File: src/fdld_pkg.sv
// package for the long-division float divider
// holds the state type and the exponent bias constant; no dependencies
package fdld_pkg;
    localparam logic [31:0] ExpBiasAdj = 32'd136;

    typedef enum logic [1:0] {
        ST_IDLE,
        ST_DIV,
        ST_NORM,
        ST_DONE
    } fdld_state_t;
endpackage

File: src/fdld_stream_if.sv
// valid/ready channel interface with a Width-bit generic payload (default 32)
// depends on nothing
interface fdld_stream_if #(parameter int Width = 32);
    logic             valid;
    logic             ready;
    logic [Width-1:0] data;
    modport source (output valid, output data, input ready);
    modport sink (input valid, input data, output ready);
endinterface

File: src/fdld_divider.sv
// radix-2 restoring divider plus normalise and pack sequencer
// uses fdld_pkg
module fdld_divider
    import fdld_pkg::*;
(
    input  logic        clk,
    input  logic        rst_n,
    input  logic        start,
    input  logic [31:0] a,
    input  logic [31:0] b,
    input  logic        taken,
    output logic        busy,
    output logic        done,
    output logic [31:0] result
);
    fdld_state_t state_reg, state_next;
    logic [31:0] num_reg, num_next;
    logic [16:0] den_reg, den_next;
    logic [16:0] rem_reg, rem_next;
    logic [23:0] q_reg, q_next;
    logic [31:0] e_reg, e_next;
    logic        sign_reg, sign_next;
    logic        zero_reg, zero_next;
    logic [4:0]  cnt_reg, cnt_next;
    logic [31:0] res_reg, res_next;
    logic [17:0] trial;
    logic [31:0] packed_w;

    always_ff @(posedge clk or negedge rst_n)
    begin
        if (!rst_n)
        begin
            state_reg <= ST_IDLE;
        end
        else
        begin
            state_reg <= state_next;
        end
    end

    always_ff @(posedge clk)
    begin
        num_reg  <= num_next;
        den_reg  <= den_next;
        rem_reg  <= rem_next;
        q_reg    <= q_next;
        e_reg    <= e_next;
        sign_reg <= sign_next;
        zero_reg <= zero_next;
        cnt_reg  <= cnt_next;
        res_reg  <= res_next;
    end

    // shared subtract: remainder shifted with next numerator bit, minus divisor
    assign trial = {rem_reg, num_reg[31]} - {1'b0, den_reg};
    assign packed_w = {sign_reg, 31'd0} | ((e_reg + ExpBiasAdj) << 23) | {9'd0, q_reg[22:0]};

    always_comb
    begin
        state_next = state_reg;
        num_next   = num_reg;
        den_next   = den_reg;
        rem_next   = rem_reg;
        q_next     = q_reg;
        e_next     = e_reg;
        sign_next  = sign_reg;
        zero_next  = zero_reg;
        cnt_next   = cnt_reg;
        res_next   = res_reg;
        unique case (state_reg)
            ST_IDLE:
            begin
                if (start)
                begin
                    num_next  = {1'b0, 1'b1, a[22:0], 7'd0}; // significand with hidden one, << 7
                    den_next  = {1'b1, b[22:7]};
                    rem_next  = '0;
                    q_next    = '0;
                    e_next    = {24'd0, a[30:23]} - {24'd0, b[30:23]};
                    sign_next = a[31] ^ b[31];
                    zero_next = (a[30:0] == 31'd0);
                    cnt_next  = 5'd31;
                    state_next = ST_DIV;
                end
            end
            ST_DIV:
            begin
                num_next = {num_reg[30:0], 1'b0};
                if (!trial[17])
                begin
                    rem_next = trial[16:0];
                    q_next   = {q_reg[22:0], 1'b1};
                end
                else
                begin
                    rem_next = {rem_reg[15:0], num_reg[31]};
                    q_next   = {q_reg[22:0], 1'b0};
                end
                if (cnt_reg == 5'd0)
                begin
                    state_next = ST_NORM;
                end
                else
                begin
                    cnt_next = cnt_reg - 5'd1;
                end
            end
            ST_NORM:
            begin
                if (q_reg[23])
                begin
                    res_next   = zero_reg ? 32'd0 : packed_w;
                    state_next = ST_DONE;
                end
                else
                begin
                    q_next = {q_reg[22:0], 1'b0};
                    e_next = e_reg - 32'd1;
                end
            end
            ST_DONE:
            begin
                if (taken)
                begin
                    state_next = ST_IDLE;
                end
            end
            default:
            begin
                state_next = ST_IDLE;
            end
        endcase
    end

    assign busy   = (state_reg != ST_IDLE);
    assign done   = (state_reg == ST_DONE);
    assign result = res_reg;
endmodule

File: src/float_divide_by_long_division.sv
// top level of the long-division float divider
// uses fdld_pkg, fdld_stream_if, fdld_divider
// Between input transfer and result transfer, one item goes through 32 steps of
// a shared radix-2 restoring subtractor, 9 or 10 normalising shifts and one
// pack step, then a result register that holds until transferred. The block
// takes one item at a time; in_ch.ready is high only while idle. Zero dividends
// give +0; no rounding, no special values.
module float_divide_by_long_division
    import fdld_pkg::*;
(
    input  logic          clk,
    input  logic          rst_n,
    fdld_stream_if.sink   in_ch,
    fdld_stream_if.source out_ch
);
    logic busy, done;
    logic [31:0] result;

    fdld_divider u_div (
        .clk    (clk),
        .rst_n  (rst_n),
        .start  (in_ch.valid && !busy),
        .a      (in_ch.data[63:32]),
        .b      (in_ch.data[31:0]),
        .taken  (out_ch.ready),
        .busy   (busy),
        .done   (done),
        .result (result)
    );

    assign in_ch.ready  = !busy;
    assign out_ch.valid = done;
    assign out_ch.data  = result;

    a_no_overlap: assert property (@(posedge clk) disable iff (!rst_n)
        !(in_ch.ready && out_ch.valid)) else $error("ready while result pending");
    a_start_busy: assert property (@(posedge clk) disable iff (!rst_n)
        (in_ch.valid && in_ch.ready) |=> !in_ch.ready) else $error("not busy after transfer");
    a_hold: assert property (@(posedge clk) disable iff (!rst_n)
        (out_ch.valid && !out_ch.ready) |=> (out_ch.valid && $stable(out_ch.data)))
        else $error("result changed while stalled");
endmodule

File: src/flat_wrapper.sv
// flat-port wrapper written by rule: the top's interface ports become plain ports
module float_divide_by_long_division_flat import fdld_pkg::*;
  (clk, rst_n, in_ch_valid, in_ch_data, in_ch_ready, out_ch_valid, out_ch_data, out_ch_ready);
  fdld_stream_if #(.Width(64)) in_ch_i ();
  fdld_stream_if #(.Width(32)) out_ch_i ();
  input  logic clk;
  input  logic rst_n;
  input wire logic [$bits(in_ch_i.valid)-1:0] in_ch_valid;
  input wire logic [$bits(in_ch_i.data)-1:0] in_ch_data;
  output wire logic [$bits(in_ch_i.ready)-1:0] in_ch_ready;
  output wire logic [$bits(out_ch_i.valid)-1:0] out_ch_valid;
  output wire logic [$bits(out_ch_i.data)-1:0] out_ch_data;
  input wire logic [$bits(out_ch_i.ready)-1:0] out_ch_ready;
  assign in_ch_i.valid = in_ch_valid;
  assign in_ch_i.data = in_ch_data;
  assign in_ch_ready = in_ch_i.ready;
  assign out_ch_valid = out_ch_i.valid;
  assign out_ch_data = out_ch_i.data;
  assign out_ch_i.ready = out_ch_ready;
  float_divide_by_long_division u_core (.clk(clk), .rst_n(rst_n), .in_ch(in_ch_i), .out_ch(out_ch_i));
endmodule
File: config.mk
export PLATFORM = sky130hd
export DESIGN_NAME = float_divide_by_long_division_flat
export DESIGN_NICKNAME = d
export VERILOG_FILES = /design/src/fdld_pkg.sv /design/src/fdld_stream_if.sv /design/src/fdld_divider.sv /design/src/float_divide_by_long_division.sv /design/src/flat_wrapper.sv
export SDC_FILE = /design/constraint.sdc
export NUM_CORES = 1
export LEC_CHECK = 0
export BUFFER_PORTS_ARGS = -buffer_cell sky130_fd_sc_hd__buf_4
export CAP_MARGIN = 10
export CORE_MARGIN = 1.5
export CORE_UTILIZATION = 30
export CTS_CLUSTER_SIZE = 40
export DETAILED_ROUTE_END_ITERATION = 12
export PLACE_DENSITY = 0.6
export SETUP_SLACK_MARGIN = 0.2
export SLEW_MARGIN = 15
export SYNTH_ARGS = -nofsm -noshare
export SYNTH_HDL_FRONTEND = slang
export SYNTH_SLANG_ARGS = --single-unit
File: constraint.sdc
create_clock -name clk -period 4 [get_ports clk]
set_clock_uncertainty 0.15 [all_clocks]
set_input_delay 0.6 -clock clk [delete_from_list [all_inputs] [get_ports clk]]
set_output_delay 0.6 -clock clk [all_outputs]
set_load 0.005 [all_outputs]
Yosys cells after proc, flatten, opt, wreduce, memory -nomap -nowiden. Cells that the tools add are included.

Flip-flop bits (word level): 162. Latch bits: 0. Bits in writable memories: 0. ROM bits: 0. Input port bits: 68. Word-level logic and storage cells: 65. Memories kept: 0.

Add/subtract/negate cells: 5. $mul: 0. Div/mod/pow operators: 0. Order comparisons: 0. Eq/ne operators: 9. Shifts and indexed selects: 0. Multiplexer cells: 20. Bitwise logic cells: 3. Reduce and logical (&&, ||, !) cells: 17.

Operators with widths (number): $pmux W32 S2 (2); $mux W32 (3); $pmux W24 S3 (1); $mux W24 (2); $mux W17 (2); $pmux W17 S2 (1); $or A32 B23 Y32 (1); $or A32 B32 Y32 (1); $sub A32 B1 Y32 const B (1); $logic_not A31 Y1 (1); $sub A18 B17 Y18 (1); $mux W5 (2); $ne A2 B2 Y1 const B (5); $pmux W5 S2 (1); $add A9 B8 Y9 const B (1); $reduce_and A3 Y1 (3); $sub A8 B8 Y9 (1); $mux W2 (4); $pmux W2 S4 (1); $reduce_and A2 Y1 (4); $reduce_bool A2 Y1 (3); $logic_not A5 Y1 (1); $sub A5 B1 Y5 const B (1); $eq A2 B2 Y1 const B (2); other kinds (9) (9).

Depth between registers and ports, before layout.
Depth after elaboration: 5. Mapped depth: 13. Gate-level depth less buffers: 10.

By module. A second synthesis with hierarchy kept.

Cell total of the unflattened synthesis: 548. Area total of the unflattened synthesis: 6756.5 um^2.

Modules (own cells, without submodules): fdld_divider (times used 1, cells an instance 546, area an instance 6746.5 um^2, sequential area each 3953.8 um^2); float_divide_by_long_division (times used 1, cells an instance 2, area an instance 10.0 um^2, sequential area each 0.0 um^2).

Least setup slack after synthesis. No wires, ideal clock.

Kind: flip-flop to flip-flop. From: register u_core.u_div.state_reg[1]. To: register u_core.u_div.cnt_reg[0] (enable). Library setup time: 315 ps. Arrival: 3368 ps. Slack: 167 ps. Cell stages (with the launch flop): 7. Path buffers: 1. Clock period less this slack: 3833 ps. Cell sequence: dfrtp_1 -> inv_1 -> ha_1 -> clkbuf_1 -> inv_1 -> o21bai_1 -> o21a_1.

Cells in the longest elaborated chain, start to end: 5.

RTL lines: from (decl) (line fdld_divider.sv:16) `fdld_state_t state_reg, state_next;`; from (signal assigned) (line fdld_divider.sv:37) `state_reg <= state_next;`; $reduce_bool A2 Y1 (line fdld_divider.sv:135) `assign busy = (state_reg != ST_IDLE);`; $logic_not A1 Y1 (line float_divide_by_long_division.sv:22) `.start (in_ch.valid && !busy),`; $logic_and A1 B1 Y1 (line float_divide_by_long_division.sv:22); $ne A2 B2 Y1 (no source line); $reduce_and A3 Y1 (no source line) *; to (signal assigned) (line fdld_divider.sv:50) `cnt_reg <= cnt_next;`; to (decl) (line fdld_divider.sv:24) `logic [4:0] cnt_reg, cnt_next;`.

Every way passes the cells marked *; elsewhere a longest branch is shown, timed or not. A chain may end at the register's enable or synchronous reset.

Worst setup path after layout.
From: register u_core.u_div.rem_reg[9]. To: register u_core.u_div.rem_reg[2], data pin.

Cells in the longest elaborated chain, start to end: 3.

RTL lines: from (decl) (line fdld_divider.sv:19) `logic [16:0] rem_reg, rem_next;`; from (signal assigned) (line fdld_divider.sv:45) `rem_reg <= rem_next;`; $sub A18 B17 Y18 (line fdld_divider.sv:55) `assign trial = {rem_reg, num_reg[31]} - {1'b0, den_reg};`; $mux W17 (line fdld_divider.sv:89) `if (!trial[17])`; $pmux W17 S2 (line fdld_divider.sv:70) `unique case (state_reg)`.

Every way passes these cells.

==> flow_metrics.py <==
metrics = {
    "place": {
        "io_buffers": 94,
        "dp_hpwl_um": 9140,
        "routabilityCongestion": 0.772,
        "placed_cells": 933,
        "placed_area_sq_um": 7860,
    },
    "grt": {
        "gr-usage-met3": 0.0344,
        "busiest_layer": "met2",
        "use_met2": 0.176,
        "grt_overflow": 0,
        "grtUsageTotal": 0.117,
        "grt_max_degree": 64,
        "grt_first_pass_wirelength_um": 21700,
        "antenna_found_initial": 0,
        "met1_usage": 0.161,
        "grt_pass1_vias": 4314,
    },
    "clock_tree": {
        "cts-buffers-inserted": 17,
        "cts.path.max_buffers": 2,
        "cts_tree": "done",
        "htree_num_levels": 4,
        "cts-root-buf": "clkbuf_16",
        "post_cts_resized": 0,
        "clkTransAtPathRegs_ns": 0.06,
        "clk_latency_ns": 0.42,
        "cts_setup_buffers": 0,
        "cts.sinks": 132,
    },
    "power_and_ir_drop": {
        "power_density_nw_per_um2": 805,
        "vdd_drop_max_mv": 0.311,
        "leakage_nw": 3.28,
        "power_mw": 6.83,
    },
    "critical_path": {
        "cpMostUsedCell": "or3_1",
        "crit_fanout": 16,
        "worstSetupEndpointType": "register",
        "start_kind": "register",
        "criticalPathCategory": "reg2reg",
        "crit_chain": "ha_1, a211oi_2, o21bai_1, or3_1, o21ai_1, or3_1, and2_4, o21ai_0",
        "crit_arrival_ns": 3.29,
        "reg2reg_slack_ns": 0.72,
        "r2r-end": "u_core.u_div.rem_reg[2]",
        "slowest_stage": "or3_1",
        "cp.required_ns": 4.01,
        "critical-path-max-stage-delay_ns": 0.47,
        "r2r_start": "u_core.u_div.rem_reg[9]",
        "r2r_cells": 8,
    },
    "floorplanning": {
        "top_level_ports": 102,
        "die_h_um": 154,
        "die_w_um": 154,
        "core_area_sq_um": 22500,
        "start_util": 0.304,
        "fp-row-count": 55,
        "die-area_sq_um": 23700,
    },
    "routing": {
        "drt_iter0_drc": 243,
        "wirelength_um": 13200,
        "post_drt_wl_per_cell_um": 13.6,
        "via_per_inst": 4.58,
        "via_count": 4425,
        "firstDrtPassIters": 5,
        "drtAntennaViolNets": 0,
        "drc_errors": 0,
    },
    "timing": {
        "finalSetupViolCount": 0,
        "rsz0062_at_grt": "no",
        "timing.fmax_mhz": 305,
        "hold_viol": 0,
        "timing.slew.headroom": 0.281,
        "fin_crit_sh": 0.820,
        "period_needed_ns": 3.28,
        "drv_slew": 0,
        "worstMarginPinSlew_ns": 1.08,
        "hold_slack_ns": 0.206,
        "finalSetupTns_ns": 0,
    },
    "finish": {
        "final_cells": 966,
        "n_antenna_cell": 0,
        "fin_area_sq_um": 8490,
        "largest_reg_flops": 32,
        "syn2layout_area_growth_pct": 24.2,
        "drive_gt1_frac": 0.256,
        "final_nets": 770,
        "nFillCells": 2235,
    },
    "flow_run": {
        "max_cap_violations": 0,
    },
    "synthesis": {
        "synth_area_sq_um": 6830,
        "postSynthAreaPerCell_sq_um": 12.0,
        "synth_area_leaders": "edfxtp_1 57%, ha_1 5.9%, mux2_2 3.6%",
        "ys_warn_count": 0,
        "syn-num-nets": 671,
        "yosys_most_used_dff": "edfxtp_1",
        "synth_seq_cells": 132,
        "synth-seq-area-share": 0.579,
        "synth_cells": 569,
        "yosysTopAreaCell": "edfxtp_1",
        "yosys.area.top_type_share": 0.571,
        "synthArstFlopShare": 0.0152,
        "synth_edf_count": 130,
        "netlist-cell-type-count": 53,
    },
    "worst_hold_path": {
        "hp-class": "in2reg",
        "worstHoldEndpoint": "u_core.u_div.den_reg[7]",
        "whs_path_depth": 1,
        "hp-start": "in_ch_data[14]",
    },
    "outcome": {
        "outcome": "finished clean",
    },
}
critical path, delay by kind of cell (launching register included):
family                     cells  cell delay, ns
AOI/OAI and AO/OA              4            0.78
adders and majority gates      1            0.39
DFF                            1            0.40
and+or+nand+nor                3            1.28
logic make-up after synthesis:
| group | count (synthesis) | synth area share |
|---|---|---|
| AND/OR/NAND/NOR | 190 | 0.145 |
| flip-flops | 132 | 0.579 |
| AO/OA/AOI/OAI | 92 | 0.0919 |
| buffers and inverters | 65 | 0.0390 |
| adder cells (fa/ha/maj) | 34 | 0.0645 |
| XOR/XNOR | 28 | 0.0359 |
| multiplexers | 28 | 0.0451 |
report_power, final:
group	internal (mW)	leakage (nW)	switching [mW]
Sequential	2.33	1.27	0.273
Combinational	1.08	1.70	1.50
Clock	1.00	0.303	0.649
Total	4.41	3.28	2.42
metal layers:
| metal | vias up | routed length [um] |
|---|---|---|
| met5 | - | 0 |
| met4 | 0 | 117 |
| met3 | 12 | 483 |
| met2 | 86 | 5950 |
| met1 | 2071 | 6620 |
| li1 | 2256 | - |
per-stage QoR:
stage | worst slack, ns | util
floorplan | 0.676 | -
global placement | 0.785 | 0.349
detailed placement | 0.732 | 0.349
CTS | 0.722 | 0.377
global route | 0.467 | 0.377
finish | 0.718 | 0.377
timing repair:
action,in CTS,in global routing
hold endpoints to repair,2,0
endpoints found under the setup margin,0,0
hold buffers,1,0
how the worst max path moves through the flow:
stage	start	cells after the start	end
6_report	u_core.u_div.rem_reg[9]	8	u_core.u_div.rem_reg[2]
5_1_grt	u_core.u_div.rem_reg[9]	8	u_core.u_div.rem_reg[12]
3_5_place_dp	u_core.u_div.rem_reg[9]	8	u_core.u_div.rem_reg[2]
3_3_place_gp	u_core.u_div.rem_reg[9]	8	u_core.u_div.rem_reg[2]
2_1_floorplan	u_core.u_div.state_reg[0]	6	u_core.u_div.q_reg[0]
4_1_cts	u_core.u_div.rem_reg[9]	8	u_core.u_div.rem_reg[12]
Yosys cell counts, types with 2 or more instances:
master / instances
a311oi_1: 2
o21bai_1: 2
nor2_1: 32
nor3_1: 9
or3_1: 3
edfxtp_1: 130
and2_1: 25
o21ai_0: 21
o21ai_1: 2
nor2b_1: 34
a211oi_1: 5
o31ai_1: 3
o211ai_1: 2
mux2i_1: 6
xnor2_1: 21
ha_1: 32
inv_1: 43
clkbuf_1: 16
fa_1: 2
mux2_2: 22
a41oi_1: 2
xor2_1: 7
a21o_1: 2
a21boi_0: 3
nand3_1: 6
o21a_1: 8
nand2_1: 41
o21ai_2: 10
or2_2: 2
nand4_1: 14
buf_2: 3
nand2b_1: 13
nor4_1: 9
dfrtp_1: 2
a21oi_1: 17
final cells by class:
cell class              count  area, sq um  area share
well taps                 285          357      0.0420
clock inverters            14          191      0.0226
multi-input cells         372         2630       0.310
clock buffers              18          429      0.0506
repair buffers            102          768      0.0905
inverters                  43          161      0.0190
flip-flops and latches    132         3950       0.466
placed cells by master, fill, tap and decap left out, types with 2 or more instances in the layout:
cell	synthesis	routed
edfxtp_1	130	130
buf_4	0	101
inv_1	43	43
nand2_1	41	41
nor2b_1	34	34
nor2_1	32	31
ha_1	32	31
and2_1	25	25
mux2_2	22	22
xnor2_1	21	21
o21ai_0	21	21
a21oi_1	17	17
clkbuf_16	0	17
nand4_1	14	14
nand2b_1	13	13
o21ai_2	10	10
nor3_1	9	9
nor4_1	9	9
o21a_1	8	8
xor2_1	7	7
nand3_1	6	6
mux2i_1	6	6
a211oi_1	5	5
inv_8	0	4
or3_1	3	3
a21boi_0	3	3
o31ai_1	3	3
inv_6	0	3
bufinv_16	0	3
a41oi_1	2	2
o211ai_1	2	2
a21o_1	2	2
o21ai_1	2	2
or2_2	2	2
a311oi_1	2	2
fa_1	2	2
clkinv_4	0	2
dfrtp_1	2	2
Power figures use the tool's default switching activity.
